`config.mk`:
```
export PLATFORM = sky130hd
export DESIGN_NAME = der_tlv_stream_parser_top
export DESIGN_NICKNAME = d
export VERILOG_FILES = /design/src/rtl/core/dertlv_pkg.sv /design/src/rtl/core/der_tlv_stream_parser_top.sv /design/src/rtl/core/dertlv_in_stage.sv /design/src/rtl/core/dertlv_core.sv /design/src/rtl/core/dertlv_out_stage.sv
export VERILOG_INCLUDE_DIRS = /design/src /design/src/rtl/core
export SDC_FILE = /design/constraint.sdc
export NUM_CORES = 2
export LEC_CHECK = 0
export BUFFER_PORTS_ARGS = -buffer_cell sky130_fd_sc_hd__buf_2
export CORE_UTILIZATION = 40
export DETAILED_ROUTE_END_ITERATION = 16
export GPL_TIMING_DRIVEN = 0
export PLACE_DENSITY = 0.55
export SYNTH_ARGS = -nofsm -noshare
export SYNTH_HDL_FRONTEND = slang
export SYNTH_SLANG_ARGS = --single-unit
```
`constraint.sdc`:
```
create_clock -name clk -period 17.37 [get_ports clk]
set_input_delay 2.6055 -clock clk [delete_from_list [all_inputs] [get_ports clk]]
set_output_delay 2.6055 -clock clk [all_outputs]
set_load 0.05 [all_outputs]
```
`src/rtl/core/der_tlv_stream_parser_top_assert.svh`:
```
// Assertion macros used by the DER TLV parser core
`ifndef DER_TLV_STREAM_PARSER_TOP_ASSERT_SVH
`define DER_TLV_STREAM_PARSER_TOP_ASSERT_SVH

// Overlapping implication, sampled on clk, off while rst_n is low
`define DERTLV_ASSERT_IMP(name, pre, post) \
  name: assert property (@(posedge clk) disable iff (!rst_n) (pre) |-> (post)) \
    else $error("dertlv assertion failed");

// Next-cycle implication, sampled on clk, off while rst_n is low
`define DERTLV_ASSERT_NXT(name, pre, post) \
  name: assert property (@(posedge clk) disable iff (!rst_n) (pre) |=> (post)) \
    else $error("dertlv assertion failed");

`endif

```
`src/rtl/core/dertlv_pkg.sv`:
```
// Types and constants of the DER TLV stream parser
package dertlv_pkg;

  typedef enum logic [2:0] {
    PH_TAG,
    PH_LEN1,
    PH_LENX,
    PH_OCT,
    PH_INT
  } phase_t;

  localparam logic [2:0] EV_HDR = 3'd0;
  localparam logic [2:0] EV_SEQ = 3'd1;
  localparam logic [2:0] EV_STR = 3'd2;
  localparam logic [2:0] EV_OCT = 3'd3;
  localparam logic [2:0] EV_INT = 3'd4;
  localparam logic [2:0] EV_ERR = 3'd5;

  localparam logic [2:0] ERR_NONE     = 3'd0;
  localparam logic [2:0] ERR_BAD_TAG  = 3'd1;
  localparam logic [2:0] ERR_INT_LEN  = 3'd2;
  localparam logic [2:0] ERR_OVERRUN  = 3'd3;
  localparam logic [2:0] ERR_TOO_LONG = 3'd4;
  localparam logic [2:0] ERR_OVERFLOW = 3'd5;
  localparam logic [2:0] ERR_INDEF    = 3'd6;

  localparam logic [7:0]  TAG_SEQ   = 8'h30;
  localparam logic [7:0]  TAG_OCT   = 8'h04;
  localparam logic [7:0]  TAG_INT   = 8'h02;
  localparam logic [7:0]  LEN_INDEF = 8'h80;
  localparam logic [31:0] INT_LEN   = 32'd4;
  localparam logic [6:0]  MAX_LENGTH_BYTES = 7'd4;

  typedef struct packed {
    logic [7:0] in_byte;
    logic       frame_start;
  } item_t;

  typedef struct packed {
    logic [2:0]  event_res;
    logic [31:0] value;
    logic [31:0] elem_length;
    logic [3:0]  nest_depth;
    logic        last_of_string;
    logic [3:0]  seqs_closed;
    logic [2:0]  error_code;
  } res_t;

endpackage

```
`src/rtl/core/der_tlv_stream_parser_top.sv`:
```
// Top level of the DER TLV stream parser
//
// Input stream: one DER byte per beat in in_tdata, in_tuser high on the
// first byte of a frame (a tag); it clears the parser, its sequence stack,
// the byte position and any sticky error before that byte is decoded.
// Output stream: one result beat per input beat, in the same order: event
// kind in out_tuser, value, length, depth, closed count and error code in
// out_tdata, out_tlast high on the final content byte of an octet string.
// Throughput: one byte per cycle while results are taken, set by the
// single decode step from the input register to the result register,
// with all stack end compares done in parallel.
// Reset (rst_n low, synchronous) empties both stages and returns the
// parser to expecting a tag with an empty stack.
// When the receiver stalls, the result register holds its beat, the input
// register takes one more byte if it is empty, and then in_tready drops until
// the result is taken.
module der_tlv_stream_parser_top #(
  parameter int NEST_DEPTH = 8
) (
  input  logic        clk,
  input  logic        rst_n,
  input  logic        in_tvalid,
  output logic        in_tready,
  input  logic [7:0]  in_tdata,   // [7:0] in_byte
  input  logic [0:0]  in_tuser,   // [0] frame_start
  output logic        out_tvalid,
  input  logic        out_tready,
  output logic [79:0] out_tdata,  // [31:0] value, [63:32] elem_length,
                                  // [67:64] nest_depth, [71:68] seqs_closed,
                                  // [74:72] error_code, [79:75] zero
  output logic [2:0]  out_tuser,  // [2:0] event_res
  output logic        out_tlast   // last_of_string
);

  dertlv_pkg::item_t in_item;
  dertlv_pkg::item_t item;
  dertlv_pkg::res_t  res;
  dertlv_pkg::res_t  out_res;
  logic              item_valid;
  logic              res_ready;
  logic              fire;

  assign in_item.in_byte     = in_tdata;
  assign in_item.frame_start = in_tuser[0];
  assign fire                = item_valid && res_ready;

  dertlv_in_stage u_in_stage (
    .clk        (clk),
    .rst_n      (rst_n),
    .in_valid   (in_tvalid),
    .in_ready   (in_tready),
    .in_item    (in_item),
    .item_valid (item_valid),
    .item_take  (fire),
    .item       (item)
  );

  dertlv_core #(
    .NEST_DEPTH (NEST_DEPTH)
  ) u_core (
    .clk   (clk),
    .rst_n (rst_n),
    .fire  (fire),
    .item  (item),
    .res   (res)
  );

  dertlv_out_stage u_out_stage (
    .clk        (clk),
    .rst_n      (rst_n),
    .load       (fire),
    .load_ready (res_ready),
    .res        (res),
    .out_valid  (out_tvalid),
    .out_ready  (out_tready),
    .out_res    (out_res)
  );

  assign out_tdata = {5'd0, out_res.error_code, out_res.seqs_closed,
                      out_res.nest_depth, out_res.elem_length, out_res.value};
  assign out_tuser = out_res.event_res;
  assign out_tlast = out_res.last_of_string;

endmodule

```
`src/rtl/core/dertlv_in_stage.sv`:
```
// Input register stage of the DER TLV parser
module dertlv_in_stage (
  input  logic               clk,
  input  logic               rst_n,
  input  logic               in_valid,
  output logic               in_ready,
  input  dertlv_pkg::item_t  in_item,
  output logic               item_valid,
  input  logic               item_take,
  output dertlv_pkg::item_t  item
);

  logic              valid_r;
  dertlv_pkg::item_t item_r;

  assign in_ready   = !valid_r || item_take;
  assign item_valid = valid_r;
  assign item       = item_r;

  always_ff @(posedge clk) begin
    if (!rst_n) begin
      valid_r <= 1'b0;
    end else if (in_ready) begin
      valid_r <= in_valid;
    end
  end

  always_ff @(posedge clk) begin
    if (in_ready && in_valid) begin
      item_r <= in_item;
    end
  end

endmodule

```
`src/rtl/core/dertlv_core.sv`:
```
// Header decode, length tracking and sequence stack of the DER TLV parser
module dertlv_core #(
  parameter int NEST_DEPTH = 8
) (
  input  logic              clk,
  input  logic              rst_n,
  input  logic              fire,
  input  dertlv_pkg::item_t item,
  output dertlv_pkg::res_t  res
);

  `include "der_tlv_stream_parser_top_assert.svh"

  localparam int SPW = $clog2(NEST_DEPTH + 1);
  localparam int IW  = (NEST_DEPTH > 1) ? $clog2(NEST_DEPTH) : 1;

  dertlv_pkg::phase_t phase_r, phase_nxt, phase_c;
  logic [7:0]  tag_r, tag_nxt, tag_c;
  logic [31:0] lacc_r, lacc_nxt, lacc_c;
  logic [2:0]  lbl_r, lbl_nxt, lbl_c;
  logic [31:0] cl_r, cl_nxt, cl_c;
  logic [31:0] ish_r, ish_nxt, ish_c;
  logic [31:0] pos_r, pos_nxt, pos_c;
  logic [SPW-1:0] sp_r, sp_nxt, sp_c;
  logic        err_r, err_nxt, err_c;
  logic [31:0] stk_r [NEST_DEPTH];

  logic [7:0]  b;
  logic [32:0] next_pos;
  logic [33:0] end_pos;
  logic [31:0] top_c;
  logic [31:0] len;
  logic [31:0] lacc_shift;
  logic [31:0] ish_shift;
  logic [31:0] cl_dec;
  logic [2:0]  lbl_dec;
  logic        hdr_done;
  logic        push;
  logic [SPW-1:0] sp_push;
  logic [SPW-1:0] closed;
  logic [NEST_DEPTH-1:0] match;
  logic [2:0]  err_code;
  logic [2:0]  ev;
  logic [31:0] val;
  logic [31:0] elen;
  logic        last;

  assign b        = item.in_byte;
  assign phase_c  = item.frame_start ? dertlv_pkg::PH_TAG : phase_r;
  assign tag_c    = item.frame_start ? 8'd0 : tag_r;
  assign lacc_c   = item.frame_start ? 32'd0 : lacc_r;
  assign lbl_c    = item.frame_start ? 3'd0 : lbl_r;
  assign cl_c     = item.frame_start ? 32'd0 : cl_r;
  assign ish_c    = item.frame_start ? 32'd0 : ish_r;
  assign pos_c    = item.frame_start ? 32'd0 : pos_r;
  assign sp_c     = item.frame_start ? '0 : sp_r;
  assign err_c    = item.frame_start ? 1'b0 : err_r;
  assign next_pos = {1'b0, pos_c} + 33'd1;
  assign top_c    = stk_r[IW'(sp_c - 1'b1)];
  assign pos_nxt  = (pos_c != 32'hFFFF_FFFF) ? pos_c + 32'd1 : pos_c;
  assign lacc_shift = {lacc_c[23:0], b};
  assign ish_shift  = {ish_c[23:0], b};
  assign cl_dec     = (cl_c != 32'd0) ? cl_c - 32'd1 : 32'd0;
  assign lbl_dec    = (lbl_c != 3'd0) ? lbl_c - 3'd1 : 3'd0;

  // next state
  always_comb begin
    phase_nxt = phase_c;
    tag_nxt   = tag_c;
    lacc_nxt  = lacc_c;
    lbl_nxt   = lbl_c;
    cl_nxt    = cl_c;
    ish_nxt   = ish_c;
    err_nxt   = err_c;
    sp_nxt    = sp_c;
    sp_push   = sp_c;
    push      = 1'b0;
    hdr_done  = 1'b0;
    len       = 32'd0;
    end_pos   = '0;
    err_code  = dertlv_pkg::ERR_NONE;
    ev        = dertlv_pkg::EV_HDR;
    val       = 32'd0;
    elen      = 32'd0;
    last      = 1'b0;
    closed    = '0;
    match     = '0;
    if (err_c) begin
      ev       = dertlv_pkg::EV_ERR;
      err_code = tag_c[2:0];
    end else begin
      unique case (phase_c)
        dertlv_pkg::PH_TAG: begin
          if (b == dertlv_pkg::TAG_SEQ || b == dertlv_pkg::TAG_OCT ||
              b == dertlv_pkg::TAG_INT) begin
            tag_nxt   = b;
            phase_nxt = dertlv_pkg::PH_LEN1;
          end else begin
            err_code = dertlv_pkg::ERR_BAD_TAG;
          end
        end
        dertlv_pkg::PH_LEN1: begin
          priority if (!b[7]) begin
            len      = {24'd0, b};
            hdr_done = 1'b1;
          end else if (b == dertlv_pkg::LEN_INDEF) begin
            err_code = dertlv_pkg::ERR_INDEF;
          end else if (b[6:0] > dertlv_pkg::MAX_LENGTH_BYTES) begin
            err_code = dertlv_pkg::ERR_TOO_LONG;
          end else begin
            lbl_nxt   = b[2:0];
            lacc_nxt  = 32'd0;
            phase_nxt = dertlv_pkg::PH_LENX;
          end
        end
        dertlv_pkg::PH_LENX: begin
          lacc_nxt = lacc_shift;
          lbl_nxt  = lbl_dec;
          if (lbl_dec == 3'd0) begin
            len      = lacc_shift;
            hdr_done = 1'b1;
          end
        end
        dertlv_pkg::PH_OCT: begin
          ev     = dertlv_pkg::EV_OCT;
          val    = {24'd0, b};
          cl_nxt = cl_dec;
          if (cl_dec == 32'd0) begin
            last      = 1'b1;
            phase_nxt = dertlv_pkg::PH_TAG;
          end
        end
        dertlv_pkg::PH_INT: begin
          ish_nxt = ish_shift;
          cl_nxt  = cl_dec;
          if (cl_dec == 32'd0) begin
            ev        = dertlv_pkg::EV_INT;
            val       = ish_shift;
            phase_nxt = dertlv_pkg::PH_TAG;
          end
        end
        default: begin
          phase_nxt = dertlv_pkg::PH_TAG;
        end
      endcase

      if (hdr_done) begin
        end_pos = {1'b0, next_pos} + {2'b00, len};
        priority if (tag_c == dertlv_pkg::TAG_INT && len != dertlv_pkg::INT_LEN) begin
          err_code = dertlv_pkg::ERR_INT_LEN;
        end else if (end_pos[33:32] != 2'b00) begin
          err_code = dertlv_pkg::ERR_TOO_LONG;
        end else if (sp_c != '0 && end_pos[31:0] > top_c) begin
          err_code = dertlv_pkg::ERR_OVERRUN;
        end else if (tag_c == dertlv_pkg::TAG_SEQ) begin
          if (sp_c >= SPW'(NEST_DEPTH)) begin
            err_code = dertlv_pkg::ERR_OVERFLOW;
          end else begin
            push      = 1'b1;
            ev        = dertlv_pkg::EV_SEQ;
            elen      = len;
            phase_nxt = dertlv_pkg::PH_TAG;
          end
        end else if (tag_c == dertlv_pkg::TAG_OCT) begin
          ev        = dertlv_pkg::EV_STR;
          elen      = len;
          cl_nxt    = len;
          phase_nxt = (len == 32'd0) ? dertlv_pkg::PH_TAG : dertlv_pkg::PH_OCT;
        end else begin
          cl_nxt    = dertlv_pkg::INT_LEN;
          ish_nxt   = 32'd0;
          phase_nxt = dertlv_pkg::PH_INT;
        end
      end

      sp_push = sp_c + SPW'(push);
      for (int i = 0; i < NEST_DEPTH; i++) begin
        match[i] = (SPW'(i) < sp_push) &&
                   ({1'b0, ((push && SPW'(i) == sp_c) ? end_pos[31:0] : stk_r[i])}
                    == next_pos);
      end

      // ends on the stack are ordered, so matches run down from the top
      if (err_code == dertlv_pkg::ERR_NONE && phase_nxt != dertlv_pkg::PH_TAG &&
          (|match)) begin
        err_code = dertlv_pkg::ERR_OVERRUN;
      end

      if (err_code == dertlv_pkg::ERR_NONE && phase_nxt == dertlv_pkg::PH_TAG) begin
        closed = SPW'($countones(match));
      end
      sp_nxt = sp_push - closed;

      if (err_code != dertlv_pkg::ERR_NONE) begin
        err_nxt   = 1'b1;
        tag_nxt   = {5'd0, err_code};
        phase_nxt = dertlv_pkg::PH_TAG;
        push      = 1'b0;
        sp_nxt    = sp_c;
      end
    end
  end

  // result
  always_comb begin
    res.event_res      = (err_code != dertlv_pkg::ERR_NONE) ? dertlv_pkg::EV_ERR : ev;
    res.value          = (err_code != dertlv_pkg::ERR_NONE) ? 32'd0 : val;
    res.elem_length    = (err_code != dertlv_pkg::ERR_NONE) ? 32'd0 : elen;
    res.nest_depth     = 4'(sp_c);
    res.last_of_string = (err_code != dertlv_pkg::ERR_NONE) ? 1'b0 : last;
    res.seqs_closed    = (err_code != dertlv_pkg::ERR_NONE) ? 4'd0 : 4'(closed);
    res.error_code     = err_code;
  end

  always_ff @(posedge clk) begin
    if (!rst_n) begin
      phase_r <= dertlv_pkg::PH_TAG;
      tag_r   <= 8'd0;
      lacc_r  <= 32'd0;
      lbl_r   <= 3'd0;
      cl_r    <= 32'd0;
      ish_r   <= 32'd0;
      pos_r   <= 32'd0;
      sp_r    <= '0;
      err_r   <= 1'b0;
    end else if (fire) begin
      phase_r <= phase_nxt;
      tag_r   <= tag_nxt;
      lacc_r  <= lacc_nxt;
      lbl_r   <= lbl_nxt;
      cl_r    <= cl_nxt;
      ish_r   <= ish_nxt;
      pos_r   <= pos_nxt;
      sp_r    <= sp_nxt;
      err_r   <= err_nxt;
    end
  end

  always_ff @(posedge clk) begin
    if (fire && push) begin
      stk_r[sp_c[IW-1:0]] <= end_pos[31:0];
    end
  end

  `DERTLV_ASSERT_IMP(a_sp_bound, 1'b1, sp_r <= SPW'(NEST_DEPTH))
  `DERTLV_ASSERT_NXT(a_sticky_hold, fire && err_r && !item.frame_start, err_r)
  `DERTLV_ASSERT_IMP(a_oct_event, fire && !err_c && phase_c == dertlv_pkg::PH_OCT, res.event_res == dertlv_pkg::EV_OCT || res.event_res == dertlv_pkg::EV_ERR)

endmodule

```
`src/rtl/core/dertlv_out_stage.sv`:
```
// Result register of the DER TLV parser
module dertlv_out_stage (
  input  logic             clk,
  input  logic             rst_n,
  input  logic             load,
  output logic             load_ready,
  input  dertlv_pkg::res_t res,
  output logic             out_valid,
  input  logic             out_ready,
  output dertlv_pkg::res_t out_res
);

  logic             valid_r;
  dertlv_pkg::res_t res_r;

  assign load_ready = !valid_r || out_ready;
  assign out_valid  = valid_r;
  assign out_res    = res_r;

  always_ff @(posedge clk) begin
    if (!rst_n) begin
      valid_r <= 1'b0;
    end else if (load_ready) begin
      valid_r <= load;
    end
  end

  always_ff @(posedge clk) begin
    if (load) begin
      res_r <= res;
    end
  end

endmodule
```
Word level (Yosys, flattened, before mapping)
Memory sizes are Yosys's and may differ from the RTL's.
Cells that the tools add are included.
Storage, ports and cells
  register bits: 237
  memories: 1
  output and inout bits: 86
  logic and storage cells: 252
  input bits: 13
  bits in writable memories: 256
Memories
  u_core.stk_r: words 8, bits a word 32, rd ports 9, clocked after memory_dff 0, wr ports 1, line dertlv_core.sv:26  | logic [31:0] stk_r [NEST_DEPTH];
Operators by class
  reduce and logical (&&, ||, !) cells: 50
  add/sub/neg operators: 15
  bitwise logic cells: 2
  mux-type cells: 125
  $lt $le $gt $ge: 11
  eq/ne operators: 28
Operators by type and width (number)
  $mux 32: 43
  $eq 32x33->1: 8
  $pmux 32 s2: 3
  $mux 3: 43
  $logic_not 32->1: 2
  $mux 8: 5
  $add 33x32->34: 1
  $add 32x1->33 const B: 1
  $add 32x1->32 const B: 1
  $gt 32x32->1: 1
  $ne 32x3->1 const B: 1
  $ne 32x32->1 const B: 1
  $reduce_bool 32->1: 1
  $sub 32x1->32 const B: 1
  $logic_and 1x1->1: 24
  $mux 4: 5
  $mux 1: 19
  $pmux 3 s2: 3
  $eq 3x4->1 const A: 4
  $eq 8x2->1 const B: 2
  $eq 8x3->1 const B: 2
  $eq 8x6->1 const B: 2
  $lt 3x4->1 const A: 4
  $logic_not 3->1: 5
  other kinds (30): 49

Depth between registers and ports, before layout
  depth after elaboration: 30
  depth in mapped cells: 68
  mapped depth without buffers: 56

Cells and area by module
Synthesis repeated with hierarchy kept, for this count alone.
Unflattened totals
  cell total of the unflattened synthesis: 3451
  area total of the unflattened synthesis: 32771.4 um^2
Modules (own cells, without submodules)
  dertlv_core: seq. area each 10309.9 um^2, instances 1, area an instance 29975.0 um^2, cells each 3347
  dertlv_out_stage: seq. area each 2392.3 um^2, instances 1, area an instance 2421.1 um^2, cells each 83
  dertlv_in_stage: seq. area each 290.3 um^2, instances 1, area an instance 327.8 um^2, cells each 14
  der_tlv_stream_parser_top: seq. area each 0.0 um^2, instances 1, area an instance 47.5 um^2, cells each 7

Least setup slack after synthesis
No wires, ideal clock.
  path kind: register to register
  start point: register u_in_stage.item_r, in the netlist u_in_stage.item[0]
  end point: memory u_core.stk_r[3][0] (enable)
  arrival time: 13883 ps
  setup time: 513 ps
  stages on the path, launching flop included: 58
  data required time: 16857 ps
  path buffers: 13
  period minus slack after synthesis: 14396 ps
  slack: 2974 ps
  cells stage by stage: edfxtp_1 -> buf_2 -> buf_2 -> buf_2 -> buf_2 -> clkbuf_1 -> buf_1 -> clkbuf_1 -> clkbuf_1 -> nor2_1 -> inv_1 -> ha_1 -> inv_1 -> a211oi_4 -> a22o_2 -> buf_4 -> buf_2 -> buf_2 -> [... 22 more ...] -> nand2_1 -> nor3_1 -> ha_1 -> nand4_1 -> xnor2_1 -> nor2_1 -> a21oi_1 -> nand2b_1 -> nor3_1 -> o2111ai_1 -> nor4_1 -> o2111ai_1 -> or4_1 -> ha_1 -> nand4_1 -> o21ai_2 -> nand4_1 -> nor4b_1
Between the ends
  cells in the longest elaborated chain, start to end: 29
  elaborated cells on any way between the ends: 137
  classes of those cells: add/sub: 6; order compare: 10; eq/ne: 23; mux: 62; reduce/logical: 35; memory: 1
Ends and longest elaborated chain
  start, declared: line dertlv_in_stage.sv:14  | dertlv_pkg::item_t item_r;
  start signal, assigned: line dertlv_in_stage.sv:30  | item_r <= in_item;
  parallel branches: the longest is 29 deep, another holds $add 33x32->34
  end, declared: line dertlv_core.sv:26
Parallel ways; which one is timed is not known. The select of a mux whose other input is x is not followed.

Worst setup path after layout
  start point: register u_in_stage.item_r, in the netlist u_in_stage.item[0]
  end point: register u_core.sp_r[3]
Between the ends
  cells in the longest elaborated chain, start to end: 30
  elaborated cells on any way between the ends: 147
  classes of those cells: add/sub: 14; order compare: 10; eq/ne: 23; mux: 62; reduce/logical: 37; memory: 1
Ends and longest elaborated chain
  parallel branches: the longest is 29 deep, another holds $add 33x32->34
  $mux 4 (*): line dertlv_core.sv:88  | if (err_c) begin
  end signal, assigned: line dertlv_core.sv:234  | sp_r <= sp_nxt;
  end, declared: line dertlv_core.sv:24  | logic [SPW-1:0] sp_r, sp_nxt, sp_c;
Mark *: on every way between the ends. The select of a mux whose other input is x is not followed.
A chain may end at the register's enable or synchronous reset.

==> flow_summary_export.csv <==
group,metric,value,unit
detailed_routing,dr.pass1.iters,9,
placed_design,port_buffers,93,
global_route,grt_pass1_wl,260500,um
job,cap_violations,8,
worst_hold_path,min_to,"u_core.tag_r[7]$_SDFFE_PN0P_",
detailed_routing,routed_wl,195800,um
yosys,yosysSeqAreaShare,40.78,%
clock_network,max-clock-path-buffers,3,
clock_network,cts-root-buf,"clkbuf_16",
clock_network,cts.htree.levels,2,
sta,relSlewSlack,-3.062,%
clock_network,clkSinkCount,477,
sta,tightest_slew,1532,ps
placed_design,gp_congestion,1.126,
floorplanning,die_y,284.2,um
run_status,violations,"capacitance limit, slew limit",
placed_design,dp_hpwl,155100,um
yosys,synthFlopType,"edfxtp_1",
sta,fin_crit_sh,99.61,%
yosys,synth_cells,3403,
yosys,ys_seq_elements,477,
yosys,syn_area,31860,um^2
global_route,grt_max_degree,56,
power_and_ir_drop,powerDensity,74.25,nW/um^2
setup_path,critPathLaunchType,"register",
yosys,avgSynthCellArea,9.362,um^2
global_route,grt_remaining_overflow,0,
detailed_routing,viasPerCell,7.021,
power_and_ir_drop,p_leak,12.05,nW
cells_and_area,final_common_cell,"edfxtp_1",
sta,setup_violations,0,
sta,maxSlewViolCount,15,
power_and_ir_drop,p_clk_share,42.6,%
worst_hold_path,worstHoldPathCells,1,
sta,period_needed,17300,ps
detailed_routing,vias,33082,
placed_design,place_inst,4595,
clock_network,clk_latency,660,ps
setup_path,ff2ff_path_depth,58,
floorplanning,rows,103,
detailed_routing,first_iter_violations,5291,
setup_path,path_buf_inv,14,
sta,fin_ws,67.89,ps
cells_and_area,most-common-layout-cells,"344 x edfxtp_1, 306 x nor2_1, 224 x nand2_1",
cells_and_area,synthToLayoutAreaGrowth,13.72,%
worst_hold_path,worstHoldStart,"u_core.tag_r[7]$_SDFFE_PN0P_",
floorplanning,start_util,40.40,%
clock_network,cts_buffers,54,
setup_path,cp_slowest_stage_delay,790,ps
detailed_routing,ant_nets,0,
setup_path,r2r_end,"u_core.sp_r[3]$_SDFFE_PN0P_",
sta,skew,36.99,ps
yosys,synth_cell_types,113,
setup_path,startpoint,"u_in_stage.item[0]$_DFFE_PP_",
yosys,ys_warn_count,0,
worst_hold_path,hp-class,"register to register",
setup_path,cp.required,17860,ps
global_route,antenna_found_initial,19,
floorplanning,die_x,284.2,um
global_route,grt_pass1_vias,30127,
setup_path,rr_startpoint,"u_in_stage.item[0]$_DFFE_PP_",
cells_and_area,fin_cells,4712,
yosys,synth_edf_count,344,
run_status,status,"complete, but fails checks",
setup_path,crit_top_cell,"ha_1",
global_route,grt_usage,47.30,%
sta,final-hold-violation-count,0,
setup_path,crit_fanout,11,
setup_path,r2r_setup_slack,70,ps
power_and_ir_drop,pwr-share-comb,11.1,%
power_and_ir_drop,p_sw_share,28.08,%
clock_network,cts_tree,"yes",
setup_path,worst_path_max_delay_cell,"clkbuf_1",
detailed_routing,wire_per_inst,41.55,um
setup_path,path_class,"register to register",
floorplanning,fp.coreArea,78870,um^2
setup_path,cp_top_family,"simple AND/OR/NAND/NOR gates",
placed_design,dp_slack,-4833,ps
cells_and_area,drive_gt1_share,12.87,%
clock_network,clk_pin_slew_worst_paths,60,ps
power_and_ir_drop,p_total,0.002690,W
floorplanning,io_pins,99,
sta,clock.fmax,57.80,MHz
clock_network,cts_hold_buf,0,
yosys,synthArstFlopShare,0,%
power_and_ir_drop,ir_worst_vdd,0.08877,mV
detailed_routing,drc,0,
setup_path,endpoint_kind,"register",
cells_and_area,nets,3713,
floorplanning,dieArea,80780,um^2
power_and_ir_drop,p_int,0.001935,W
power_and_ir_drop,power_frac_seq,46.3,%
setup_path,cp.arrival,17790,ps
power_and_ir_drop,p_switching,0.0007554,W
-- registers in the layout, summed over array words and instances (netlist names), 3 cells and up --
register / count
u_core.pos_r: 32
u_out_stage.out_res: 79
u_in_stage.item: 9
u_core.stk_r: 256
u_core.cl_r: 32
u_core.phase_r: 3
u_core.sp_r: 4
u_core.ish_r: 24
u_core.lacc_r: 24
u_core.tag_r: 8
u_core.lbl_r: 3
-- area by class of cell --
cell class | instances | area (um^2)
diodes | 10 | 25.02
plain buffers | 224 | 972.2
clock buffers | 75 | 1491
clock inverters | 27 | 234.0
fillers | 7752 | 42640
inverters | 138 | 543.0
multi-input cells | 2560 | 17670
flip-flops and latches | 477 | 12990
well taps | 1050 | 1314
repair buffers | 151 | 989.7
-- synthesized netlist by cell type, drive strengths merged, types with 10 or more instances --
cell type | number | area (um^2)
or4 | 29 | 225.2
a21oi | 211 | 1056
nand4 | 81 | 513.0
nand2b | 27 | 168.9
nor4 | 65 | 427.9
mux2 | 17 | 195.2
mux4 | 64 | 1441
nor4b | 14 | 122.6
nor2b | 24 | 150.1
o221ai | 16 | 140.1
xnor2 | 123 | 1077
a22oi | 60 | 455.4
a31oi | 30 | 202.7
o2111ai | 16 | 146.4
nor3 | 147 | 767.0
o21a | 23 | 172.7
or2 | 23 | 143.9
clkinv | 10 | 50.05
edfxtp | 344 | 10330
a2111oi | 15 | 137.6
o211ai | 42 | 315.3
nor2 | 311 | 1180
o21ai | 221 | 1114
nand3 | 125 | 635.6
buf | 50 | 272.8
and3 | 35 | 219.0
o31ai | 16 | 120.1
a211oi | 64 | 498.0
nand4b | 12 | 117.6
and2 | 73 | 456.7
clkbuf | 182 | 686.9
nand2 | 226 | 850.8
xor2 | 23 | 201.4
o22ai | 32 | 200.2
a221o | 14 | 140.1
inv | 128 | 480.5
a21boi | 15 | 112.6
a21o | 21 | 157.7
ha | 88 | 1101
or3 | 19 | 123.9
a221oi | 23 | 201.4
o211a | 14 | 140.1
mux2i | 80 | 804.5
dfxtp | 133 | 2663
-- through the flow --
stage          hold WS (ps)  cell area [um^2]  util [%]  setup TNS [ps]
2_1_floorplan         430.5             31880         -               0
3_3_place_gp          444.7             33650     42.67        -2513840
3_5_place_dp          447.9             34170     43.32        -1159960
4_1_cts               465.3             36100     45.77               0
5_1_grt               474.8             36210     45.91          -6.549
6_report              461.3             36230     45.94               0
-- kinds of logic (layout without fill, tap and decap cells) --
family	after synthesis	in the layout	share of synthesized area [%]
AO/OA/AOI/OAI	912	912	19.02
XOR/XNOR	146	146	4.013
adder cells (fa/ha/maj)	94	94	3.833
buffers and inverters	370	615	4.677
flip-flops	477	477	40.78
multiplexers	161	161	7.662
other	1	15	0.01177
AND/OR/NAND/NOR	1242	1242	20.00
-- worst register-to-register path, delay by kind of cell, from the launching register on --
family | cells | cell delay (ps)
DFF | 1 | 430
xor gates and xnor gates | 5 | 1000
AOI/OAI and AO/OA | 12 | 3330
and+or+nand+nor | 17 | 4750
adders and majority gates | 10 | 3500
buffers and inverters | 14 | 4180
-- worst max-delay path by stage --
| stage | end | slack (ps) | depth (start not counted) |
|---|---|---|---|
| after global routing | u_core.sp_r[3]$_SDFFE_PN0P_ | -7 | 60 |
| after global placement | u_core.stk_r[3][31]$_DFFE_PP_ | -10000 | 55 |
| after CTS | u_core.sp_r[3]$_SDFFE_PN0P_ | 110 | 65 |
| after detailed placement | u_core.sp_r[3]$_SDFFE_PN0P_ | -4830 | 63 |
| after floorplan | u_core.stk_r[3][0]$_DFFE_PP_ | 2970 | 57 |
| final | u_core.sp_r[3]$_SDFFE_PN0P_ | 70 | 58 |
-- layer usage --
layer  part of all wire (%)  track usage (%)  up-vias
met2                     43            71.48     2696
met5                  0.058                0        -
met1                     36            56.91    16209
met3                     11            12.38      773
li1                       -                -    13390
met4                     10            38.00       14
-- power groups by stage --
| stage | registers [W] | clock network, W | logic, W |
|---|---|---|---|
| finish | 0.00125 | 0.00114 | 0.000299 |
| global route | 0.00125 | 0.00119 | 0.000306 |
| CTS | 0.00125 | 0.00115 | 0.000284 |
| detailed placement | 0.00127 | 0 | 0.000283 |
| global placement | 0.00127 | 0 | 0.000284 |
| floorplan | 0.00129 | 0 | 0.000146 |
-- what timing repair did --
| item | 4_1_cts | 5_1_grt |
|---|---|---|
| gates cloned | 0 | 0 |
| pin swaps | 3 | 4 |
| setup endpoints to repair | 346 | 50 |
| buffers inserted | 4 | 8 |
| resized for setup | 36 | 7 |
Note: power is estimated with default switching activity, not from simulation.
